## src/sv/vao_pkg.sv

```systemverilog
// Shared types, constants and helpers of the voice allocator.
// No dependencies; imported by every module of the block but the generic RAM.
package vao_pkg;

    localparam int VOICES    = 24;
    localparam int VIDX_W    = $clog2(VOICES);
    localparam int CNT_W     = $clog2(VOICES + 1);
    localparam int CFG_IDX_W = 1;

    localparam logic [30:0] TIME_MAX = 31'h7fff_ffff;
    localparam logic [3:0]  CHAN_ANY = 4'hf;
    localparam logic [3:0]  CHAN_ZERO = 4'h0;

    typedef enum logic [CFG_IDX_W-1:0] {
        CFG_CLIENT_ENTITY  = 1'b0,
        CFG_STREAM_CHANNEL = 1'b1
    } cfg_index_t;

    typedef enum logic [1:0] {
        ST_STARTED  = 2'd0,
        ST_DROPPED  = 2'd1,
        ST_KEPT     = 2'd2,
        ST_RELEASED = 2'd3
    } status_t;

    typedef enum logic [1:0] {
        S_IDLE,
        S_SCAN,
        S_DECIDE,
        S_DONE
    } state_t;

    // Stored part of one voice (lives in RAM)
    typedef struct packed {
        logic [15:0] entity;
        logic [3:0]  channel;
        logic [11:0] sound;
        logic [30:0] start;
    } entry_t;

    localparam int ENTRY_W = $bits(entry_t);

    // Voice as seen by the scan: RAM entry plus active flag
    typedef struct packed {
        logic   active;
        entry_t entry;
    } voice_t;

    // Latched start request
    typedef struct packed {
        logic [15:0] entity;
        logic [3:0]  channel;
        logic [11:0] sound;
        logic        loops;
        logic [30:0] time_ms;
    } req_t;

    // Scan control from sequencer to picker
    typedef struct packed {
        logic              clear;
        logic              eval;
        logic [VIDX_W-1:0] idx;
    } scan_ctl_t;

    // Picker status back to sequencer
    typedef struct packed {
        logic              found;
        logic [VIDX_W-1:0] idx;
        voice_t            best;
    } pick_t;

    // Low five bits of a voice index for the result field
    function automatic logic [4:0] voice_field(logic [VIDX_W-1:0] idx);
        logic [VIDX_W+4:0] w;
        w = {5'b0, idx};
        return w[4:0];
    endfunction

endpackage

```

## src/sv/vao_ram.sv

```systemverilog
// Generic single-write, single-read synchronous RAM with registered read.
// No dependencies.
module vao_ram #(
    parameter int WIDTH = 8,
    parameter int DEPTH = 16
) (
    input  logic                     clk,
    input  logic                     we,
    input  logic [$clog2(DEPTH)-1:0] waddr,
    input  logic [WIDTH-1:0]         wdata,
    input  logic                     re,
    input  logic [$clog2(DEPTH)-1:0] raddr,
    output logic [WIDTH-1:0]         rdata
);

    logic [WIDTH-1:0] mem_reg [DEPTH];
    logic [WIDTH-1:0] rdata_reg;

    always_ff @(posedge clk)
    begin
        if (we)
        begin
            mem_reg[waddr] <= wdata;
        end
        if (re)
        begin
            rdata_reg <= mem_reg[raddr];
        end
    end

    assign rdata = rdata_reg;

endmodule

```

## src/sv/vao_store.sv

```systemverilog
// Voice store: RAM for per-voice fields, flops for active and written flags.
// Depends on vao_pkg and vao_ram.
module vao_store (
    input  logic                       clk,
    input  logic                       rst_n,
    input  logic                       rd_en,
    input  logic [vao_pkg::VIDX_W-1:0] rd_addr,
    output vao_pkg::voice_t            rd_voice,
    input  logic                       wr_en,
    input  logic [vao_pkg::VIDX_W-1:0] wr_addr,
    input  vao_pkg::entry_t            wr_entry,
    input  logic                       rel_en,
    input  logic [vao_pkg::VIDX_W-1:0] rel_addr
);
    import vao_pkg::*;

    logic [VOICES-1:0]  active_reg;
    logic [VOICES-1:0]  written_reg;
    logic               rd_active_reg;
    logic               rd_written_reg;
    logic [ENTRY_W-1:0] ram_q;

    vao_ram #(
        .WIDTH (ENTRY_W),
        .DEPTH (VOICES)
    ) u_ram (
        .clk   (clk),
        .we    (wr_en),
        .waddr (wr_addr),
        .wdata (wr_entry),
        .re    (rd_en),
        .raddr (rd_addr),
        .rdata (ram_q)
    );

    // Flags: reset clears; an entry never written reads as all zero
    always_ff @(posedge clk or negedge rst_n)
    begin
        if (!rst_n)
        begin
            active_reg     <= '0;
            written_reg    <= '0;
            rd_active_reg  <= 1'b0;
            rd_written_reg <= 1'b0;
        end
        else
        begin
            if (rel_en)
            begin
                active_reg[rel_addr] <= 1'b0;
            end
            if (wr_en)
            begin
                active_reg[wr_addr]  <= 1'b1;
                written_reg[wr_addr] <= 1'b1;
            end
            if (rd_en)
            begin
                rd_active_reg  <= active_reg[rd_addr];
                rd_written_reg <= written_reg[rd_addr];
            end
        end
    end

    always_comb
    begin
        rd_voice.active = rd_active_reg;
        rd_voice.entry  = rd_written_reg ? entry_t'(ram_q) : '0;
    end

endmodule

```

## src/sv/vao_pick.sv

```systemverilog
// Scan evaluator: checks one voice per cycle and tracks the winner.
// Depends on vao_pkg.
module vao_pick (
    input  logic                clk,
    input  logic                rst_n,
    input  vao_pkg::scan_ctl_t  ctl,
    input  vao_pkg::voice_t     voice_in,
    input  vao_pkg::req_t       req,
    input  logic [15:0]         client_entity,
    input  logic [2:0]          stream_channel,
    output vao_pkg::pick_t      pick
);
    import vao_pkg::*;

    logic              found_reg, found_next;
    logic              hit_reg, hit_next;
    logic [VIDX_W-1:0] idx_reg, idx_next;
    voice_t            best_reg, best_next;
    logic [30:0]       oldest_reg, oldest_next;

    logic skip_stream;
    logic same_owner;
    logic protect;
    logic older;

    // Per-voice tests
    always_comb
    begin
        skip_stream = voice_in.active
                      && (voice_in.entry.channel == {1'b0, stream_channel});
        same_owner  = (req.channel != CHAN_ZERO)
                      && (voice_in.entry.entity == req.entity)
                      && ((voice_in.entry.channel == req.channel)
                          || (req.channel == CHAN_ANY));
        protect     = (req.entity != client_entity)
                      && (voice_in.entry.entity == client_entity);
        older       = voice_in.entry.start < oldest_reg;
    end

    // Winner update; a same-owner hit freezes the rest of the scan
    always_comb
    begin
        found_next  = found_reg;
        hit_next    = hit_reg;
        idx_next    = idx_reg;
        best_next   = best_reg;
        oldest_next = oldest_reg;
        if (ctl.clear)
        begin
            found_next  = 1'b0;
            hit_next    = 1'b0;
            oldest_next = TIME_MAX;
        end
        else if (ctl.eval && !hit_reg && !skip_stream)
        begin
            if (same_owner)
            begin
                found_next = 1'b1;
                hit_next   = 1'b1;
                idx_next   = ctl.idx;
                best_next  = voice_in;
            end
            else if (!protect && older)
            begin
                found_next  = 1'b1;
                idx_next    = ctl.idx;
                best_next   = voice_in;
                oldest_next = voice_in.entry.start;
            end
        end
    end

    always_ff @(posedge clk or negedge rst_n)
    begin
        if (!rst_n)
        begin
            found_reg  <= 1'b0;
            hit_reg    <= 1'b0;
            oldest_reg <= TIME_MAX;
        end
        else
        begin
            found_reg  <= found_next;
            hit_reg    <= hit_next;
            oldest_reg <= oldest_next;
        end
    end

    always_ff @(posedge clk)
    begin
        idx_reg  <= idx_next;
        best_reg <= best_next;
    end

    always_comb
    begin
        pick.found = found_reg;
        pick.idx   = idx_reg;
        pick.best  = best_reg;
    end

endmodule

```

## src/sv/voice_allocator_oldest_steal.sv

```systemverilog
// Voice allocator with oldest-first stealing, top level and sequencer.
// Start: the scan reads one RAM entry per cycle, then a decide state picks the result and
// writes the winner back; a release goes straight to the result. One item in flight: a new
// request is taken only once the result has moved to the output register, which waits while full.
// Reset clears control, flags and config (client 0, stream 5).
// Depends on vao_pkg, vao_store and vao_pick.
module voice_allocator_oldest_steal (
    input  logic                          clk,
    input  logic                          rst_n,
    input  logic                          req_valid,
    output logic                          req_ready,
    input  logic                          func,
    input  logic [15:0]                   entity,
    input  logic signed [3:0]             ent_channel,
    input  logic [11:0]                   sound_id,
    input  logic                          sound_loops,
    input  logic [30:0]                   time_ms,
    input  logic [4:0]                    voice_index,
    output logic                          rsp_valid,
    input  logic                          rsp_ready,
    output logic [1:0]                    status,
    output logic [4:0]                    voice,
    output logic                          preempted,
    input  logic                          cfg_valid,
    output logic                          cfg_ready,
    input  logic [vao_pkg::CFG_IDX_W-1:0] cfg_index,
    input  logic [15:0]                   cfg_data
);
    import vao_pkg::*;

    state_t            state_reg, state_next;
    logic [CNT_W-1:0]  rd_cnt_reg, rd_cnt_next;
    logic              eval_valid_reg, eval_valid_next;
    logic [VIDX_W-1:0] eval_idx_reg, eval_idx_next;
    req_t              req_reg, req_next;
    status_t           res_status_reg, res_status_next;
    logic [4:0]        res_voice_reg, res_voice_next;
    logic              res_pre_reg, res_pre_next;
    logic              rsp_valid_reg, rsp_valid_next;
    status_t           status_reg, status_next;
    logic [4:0]        voice_reg, voice_next;
    logic              preempted_reg, preempted_next;
    logic [15:0]       client_entity_reg;
    logic [2:0]        stream_channel_reg;

    logic              req_xfer;
    logic              rd_en;
    logic              wr_en;
    logic              rel_en;
    logic              same_loop;
    voice_t            rd_voice;
    entry_t            wr_entry;
    scan_ctl_t         ctl;
    pick_t             pick;

    // Configuration registers; written only with no item in flight
    assign cfg_ready = (state_reg == S_IDLE);

    always_ff @(posedge clk or negedge rst_n)
    begin
        if (!rst_n)
        begin
            client_entity_reg  <= 16'd0;
            stream_channel_reg <= 3'd5;
        end
        else if (cfg_valid && cfg_ready)
        begin
            unique case (cfg_index_t'(cfg_index))
                CFG_CLIENT_ENTITY:  client_entity_reg  <= cfg_data;
                CFG_STREAM_CHANNEL: stream_channel_reg <= cfg_data[2:0];
                default:            ;
            endcase
        end
    end

    // A pending register write goes first
    assign req_ready = (state_reg == S_IDLE) && !cfg_valid;
    assign req_xfer  = req_valid && req_ready;

    // Store and picker
    assign rel_en = req_xfer && func && (32'(voice_index) < 32'(VOICES));

    always_comb
    begin
        wr_entry.entity  = req_reg.entity;
        wr_entry.channel = req_reg.channel;
        wr_entry.sound   = req_reg.sound;
        wr_entry.start   = req_reg.time_ms;
    end

    vao_store u_store (
        .clk      (clk),
        .rst_n    (rst_n),
        .rd_en    (rd_en),
        .rd_addr  (rd_cnt_reg[VIDX_W-1:0]),
        .rd_voice (rd_voice),
        .wr_en    (wr_en),
        .wr_addr  (pick.idx),
        .wr_entry (wr_entry),
        .rel_en   (rel_en),
        .rel_addr (VIDX_W'(voice_index))
    );

    always_comb
    begin
        ctl.clear = req_xfer && !func;
        ctl.eval  = eval_valid_reg;
        ctl.idx   = eval_idx_reg;
    end

    vao_pick u_pick (
        .clk            (clk),
        .rst_n          (rst_n),
        .ctl            (ctl),
        .voice_in       (rd_voice),
        .req            (req_reg),
        .client_entity  (client_entity_reg),
        .stream_channel (stream_channel_reg),
        .pick           (pick)
    );

    // Busy winner playing the same looping sound is left alone
    assign same_loop = pick.best.active && req_reg.loops
                       && (pick.best.entry.entity == req_reg.entity)
                       && (pick.best.entry.channel == req_reg.channel)
                       && (pick.best.entry.sound == req_reg.sound);

    // Sequencer: next state, scan reads, write-back and result
    always_comb
    begin
        state_next      = state_reg;
        rd_cnt_next     = rd_cnt_reg;
        eval_valid_next = 1'b0;
        eval_idx_next   = eval_idx_reg;
        req_next        = req_reg;
        res_status_next = res_status_reg;
        res_voice_next  = res_voice_reg;
        res_pre_next    = res_pre_reg;
        rsp_valid_next  = rsp_valid_reg && !rsp_ready;
        status_next     = status_reg;
        voice_next      = voice_reg;
        preempted_next  = preempted_reg;
        rd_en           = 1'b0;
        wr_en           = 1'b0;
        unique case (state_reg)
            S_IDLE:
            begin
                if (req_xfer)
                begin
                    if (func)
                    begin
                        res_status_next = ST_RELEASED;
                        res_voice_next  = voice_index;
                        res_pre_next    = 1'b0;
                        state_next      = S_DONE;
                    end
                    else
                    begin
                        req_next.entity  = entity;
                        req_next.channel = ent_channel;
                        req_next.sound   = sound_id;
                        req_next.loops   = sound_loops;
                        req_next.time_ms = time_ms;
                        rd_cnt_next      = '0;
                        state_next       = S_SCAN;
                    end
                end
            end
            S_SCAN:
            begin
                rd_en = (rd_cnt_reg < CNT_W'(VOICES));
                if (rd_en)
                begin
                    rd_cnt_next     = rd_cnt_reg + 1'b1;
                    eval_valid_next = 1'b1;
                    eval_idx_next   = rd_cnt_reg[VIDX_W-1:0];
                end
                if (eval_valid_reg && (eval_idx_reg == VIDX_W'(VOICES - 1)))
                begin
                    state_next = S_DECIDE;
                end
            end
            S_DECIDE:
            begin
                res_pre_next = 1'b0;
                if (!pick.found)
                begin
                    res_status_next = ST_DROPPED;
                    res_voice_next  = 5'd0;
                end
                else if (same_loop)
                begin
                    res_status_next = ST_KEPT;
                    res_voice_next  = voice_field(pick.idx);
                end
                else
                begin
                    wr_en           = 1'b1;
                    res_status_next = ST_STARTED;
                    res_voice_next  = voice_field(pick.idx);
                    res_pre_next    = pick.best.active;
                end
                state_next = S_DONE;
            end
            S_DONE:
            begin
                // Hand over once the output register is free
                if (!rsp_valid_reg || rsp_ready)
                begin
                    rsp_valid_next = 1'b1;
                    status_next    = res_status_reg;
                    voice_next     = res_voice_reg;
                    preempted_next = res_pre_reg;
                    state_next     = S_IDLE;
                end
            end
            default:
            begin
                state_next = S_IDLE;
            end
        endcase
    end

    always_ff @(posedge clk or negedge rst_n)
    begin
        if (!rst_n)
        begin
            state_reg      <= S_IDLE;
            rd_cnt_reg     <= '0;
            eval_valid_reg <= 1'b0;
            rsp_valid_reg  <= 1'b0;
        end
        else
        begin
            state_reg      <= state_next;
            rd_cnt_reg     <= rd_cnt_next;
            eval_valid_reg <= eval_valid_next;
            rsp_valid_reg  <= rsp_valid_next;
        end
    end

    // Payload registers
    always_ff @(posedge clk)
    begin
        eval_idx_reg   <= eval_idx_next;
        req_reg        <= req_next;
        res_status_reg <= res_status_next;
        res_voice_reg  <= res_voice_next;
        res_pre_reg    <= res_pre_next;
        status_reg     <= status_next;
        voice_reg      <= voice_next;
        preempted_reg  <= preempted_next;
    end

    assign rsp_valid = rsp_valid_reg;
    assign status    = status_reg;
    assign voice     = voice_reg;
    assign preempted = preempted_reg;

endmodule

```

## config.mk

```make
export PLATFORM = sky130hd
export DESIGN_NAME = voice_allocator_oldest_steal
export DESIGN_NICKNAME = d
export VERILOG_FILES = /design/src/sv/vao_pkg.sv /design/src/sv/vao_ram.sv /design/src/sv/vao_store.sv /design/src/sv/vao_pick.sv /design/src/sv/voice_allocator_oldest_steal.sv
export SDC_FILE = /design/constraint.sdc
export NUM_CORES = 2
export LEC_CHECK = 0
export ABC_CLOCK_PERIOD_IN_PS = 10800
export BUFFER_PORTS_ARGS = -buffer_cell sky130_fd_sc_hd__buf_2
export CAP_MARGIN = 20
export CELL_PAD_IN_SITES_DETAIL_PLACEMENT = 0
export CELL_PAD_IN_SITES_GLOBAL_PLACEMENT = 1
export CORE_ASPECT_RATIO = 0.7
export CORE_MARGIN = 2
export CORE_UTILIZATION = 50
export DETAILED_ROUTE_END_ITERATION = 8
export PLACE_DENSITY = 0.82
export SYNTH_ARGS = -nofsm -noshare
export SYNTH_HDL_FRONTEND = slang
export SYNTH_HIERARCHICAL = 1
export SYNTH_SLANG_ARGS = --single-unit
```

## constraint.sdc

```tcl
create_clock -name clk -period 10.8 [get_ports clk]
set_input_delay 3.24 -clock clk [delete_from_list [all_inputs] [get_ports clk]]
set_output_delay 3.24 -clock clk [all_outputs]
set_load 0.01 [all_outputs]
```

==> impl_metrics.yaml <==
status:
  run_status: "finished, final reports clean"
yosys:
  mappedNetlistArea_mm2: 0.0711
  synth.net_count: 4042
  postSynthAreaPerCell_um2: 18.2
  yosysWarningCount: 6
  postSynthCellCount: 3914
critical_path:
  end_kind: "primary output"
  critical_path_peak_fanout: 5
  r2r_slack_ns: 5.25
  critical_path_arrival_ns: 3.66
  r2r_startpoint: "req_reg[40]"
  timing.reg2reg.worst_path_depth: 8
  start_kind: "primary input"
  critical_path.reg2reg.endpoint: "u_store/u_ram/mem_reg[22][19]"
  worst-endpoint-required_ns: 7.56
  crit_type: "in -> out"
sta:
  slew_viol_final: 0
  max-slew-margin-rel_pct: 23.5
  final.setup.tns_ns: 0
  unrepaired_setup_endpoints_after_global_routing: "false"
  minimum_period_implied_by_the_final_worst_setup_slack_ns: 6.90
  count_of_final_setup_violators: 0
  finalHoldViolCount: 0
  setup_slack_ns: 3.90
  worst_clock_skew_ns: 0.0420
  fmax_ghz: 0.145
  timing.final.crit_share_pct: 63.9
  worst_slew_pin_slew_ns: 1.15
clocking:
  cts.sink_count: 1809
  clock_path_buffers: 3
  clock_insertion_delay_worst_skew_ns: 0.81
  tritoncts_clock_tree: "built"
  cts_root_buffer: "sky130_fd_sc_hd__clkbuf_16"
  cts-htree-levels: 4
  worst_setup_hold_path_clk_slew_ns: 0.07
  number_of_cts_inserted_buffers: 163
  cts_resized: 0
  post-cts-setup-buffer-count: 0
  holdBufCountCts: 0
min_path:
  min_delay_path_depth: 0
  min-delay-path-class: "reg -> reg"
  min_delay_worst_endpoint: "voice[2]"
  min_from: "res_voice_reg[2]"
floorplanning:
  die-height_um: 319
  die_w_um: 455
  core_area_mm2: 0.141
  fp-row-count: 115
  die_area_mm2: 0.145
  start_util_pct: 50.5
  io_pins: 103
global_route:
  number_of_antenna_violations_at_the_first_check_in_global_routing: 4
  first_global_vias: 35900
  global_route.overflow_total: 0
  grt_pass1_wl_um: 245000
  grt_start_max_net_pins: 127
  grt_util_all_layers_pct: 23.2
drt:
  route.layer.met1.wl_um: 72600
  dr_total_vias: 36900
  wl_per_cell_um: 27.7
  postRouteAntennaNets: 0
  via_per_inst: 6.06
  met2_length_um: 75300
  top_signal_layer_used: "met5"
  drc: 0
  routed-wl-met3_um: 16700
  drt_pre_antenna_iters: 5
  detail_route.iter0.violations: 4717
  routed_wirelength_um: 169000
layout:
  instances_no_fill: 6085
  mostFrequentLayoutCell: "sky130_fd_sc_hd__edfxtp_1"
  final_nets: 4202
  most-common-layout-cells: "1698 x sky130_fd_sc_hd__edfxtp_1, 519 x sky130_fd_sc_hd__mux2i_1, 253 x sky130_fd_sc_hd__nand2_1"
  fillers: 10500
  max_reg_flops: 1512
  drive_gt1_share_pct: 17.0
  area_delta_synth_final_pct: 11.3
power_and_ir_drop:
  power-per-cell-area_mw_per_mm2: 246
  power.static_leakage_uw: 0.0267
  irDropWorstVdd_mv: 0.257
placed_design:
  place.detailed.hpwl_um: 85900
  port_buffers: 102
  placed_cells: 5779
  finalWeightedCongestion: 0.833
  placement.setup.worst_slack_ns: 3.89
job:
  maxCapViolations: 0
[worst max path at each step]
stage,start,endpoint,slack (ns),cells after the start
2_1_floorplan,func,u_pick/idx_reg[0],2.85,4
3_3_place_gp,cfg_valid,req_ready,3.88,3
3_5_place_dp,cfg_valid,req_ready,3.89,3
4_1_cts,cfg_valid,req_ready,3.89,3
5_1_grt,cfg_valid,req_ready,3.86,3
6_report,cfg_valid,req_ready,3.90,3
[metal layers]
layer	GRT usage (%)	vias to the layer above
met5	0	-
met4	6.51	2
met3	4.97	248
met2	34.3	1823
met1	35.1	19100
li1	-	15700
[metrics by stage]
step	area (µm²)	util (%)	power, µW	hold WS, ns
final	79100	56.2	19400	0.419
after global routing	79100	56.2	20200	0.438
after CTS	79100	56.2	19500	0.421
after detailed placement	73900	52.5	13800	0.405
after global placement	73900	52.5	13800	0.411
after floorplan	71100	-	12400	0.400
[where the power goes]
| group | switching (µW) | total [µW] | internal, µW |
|---|---|---|---|
| Combinational | 3000 | 5070 | 2070 |
| Sequential | 404 | 8700 | 8290 |
| Clock | 2510 | 5660 | 3150 |
| Total | 5910 | 19400 | 13500 |
[layout make-up]
type / instances / area, µm² / area share (%)
repair buffers: 184 / 1250 / 1.57
multi-input cells: 1871 / 16400 / 20.7
diodes: 5 / 12.5 / 0.0158
flip-flops and latches: 1809 / 53800 / 68.0
clock buffers: 213 / 4380 / 5.54
inverters: 45 / 174 / 0.220
clock inverters: 86 / 773 / 0.977
well taps: 1872 / 2340 / 2.96
[critical path, cell delays in order]
cell and delay, ns:
sky130_fd_sc_hd__buf_2 0.12, sky130_fd_sc_hd__nor2b_1 0.15, sky130_fd_sc_hd__buf_2 0.15
No activity file was read; power rests on OpenSTA's default activity.
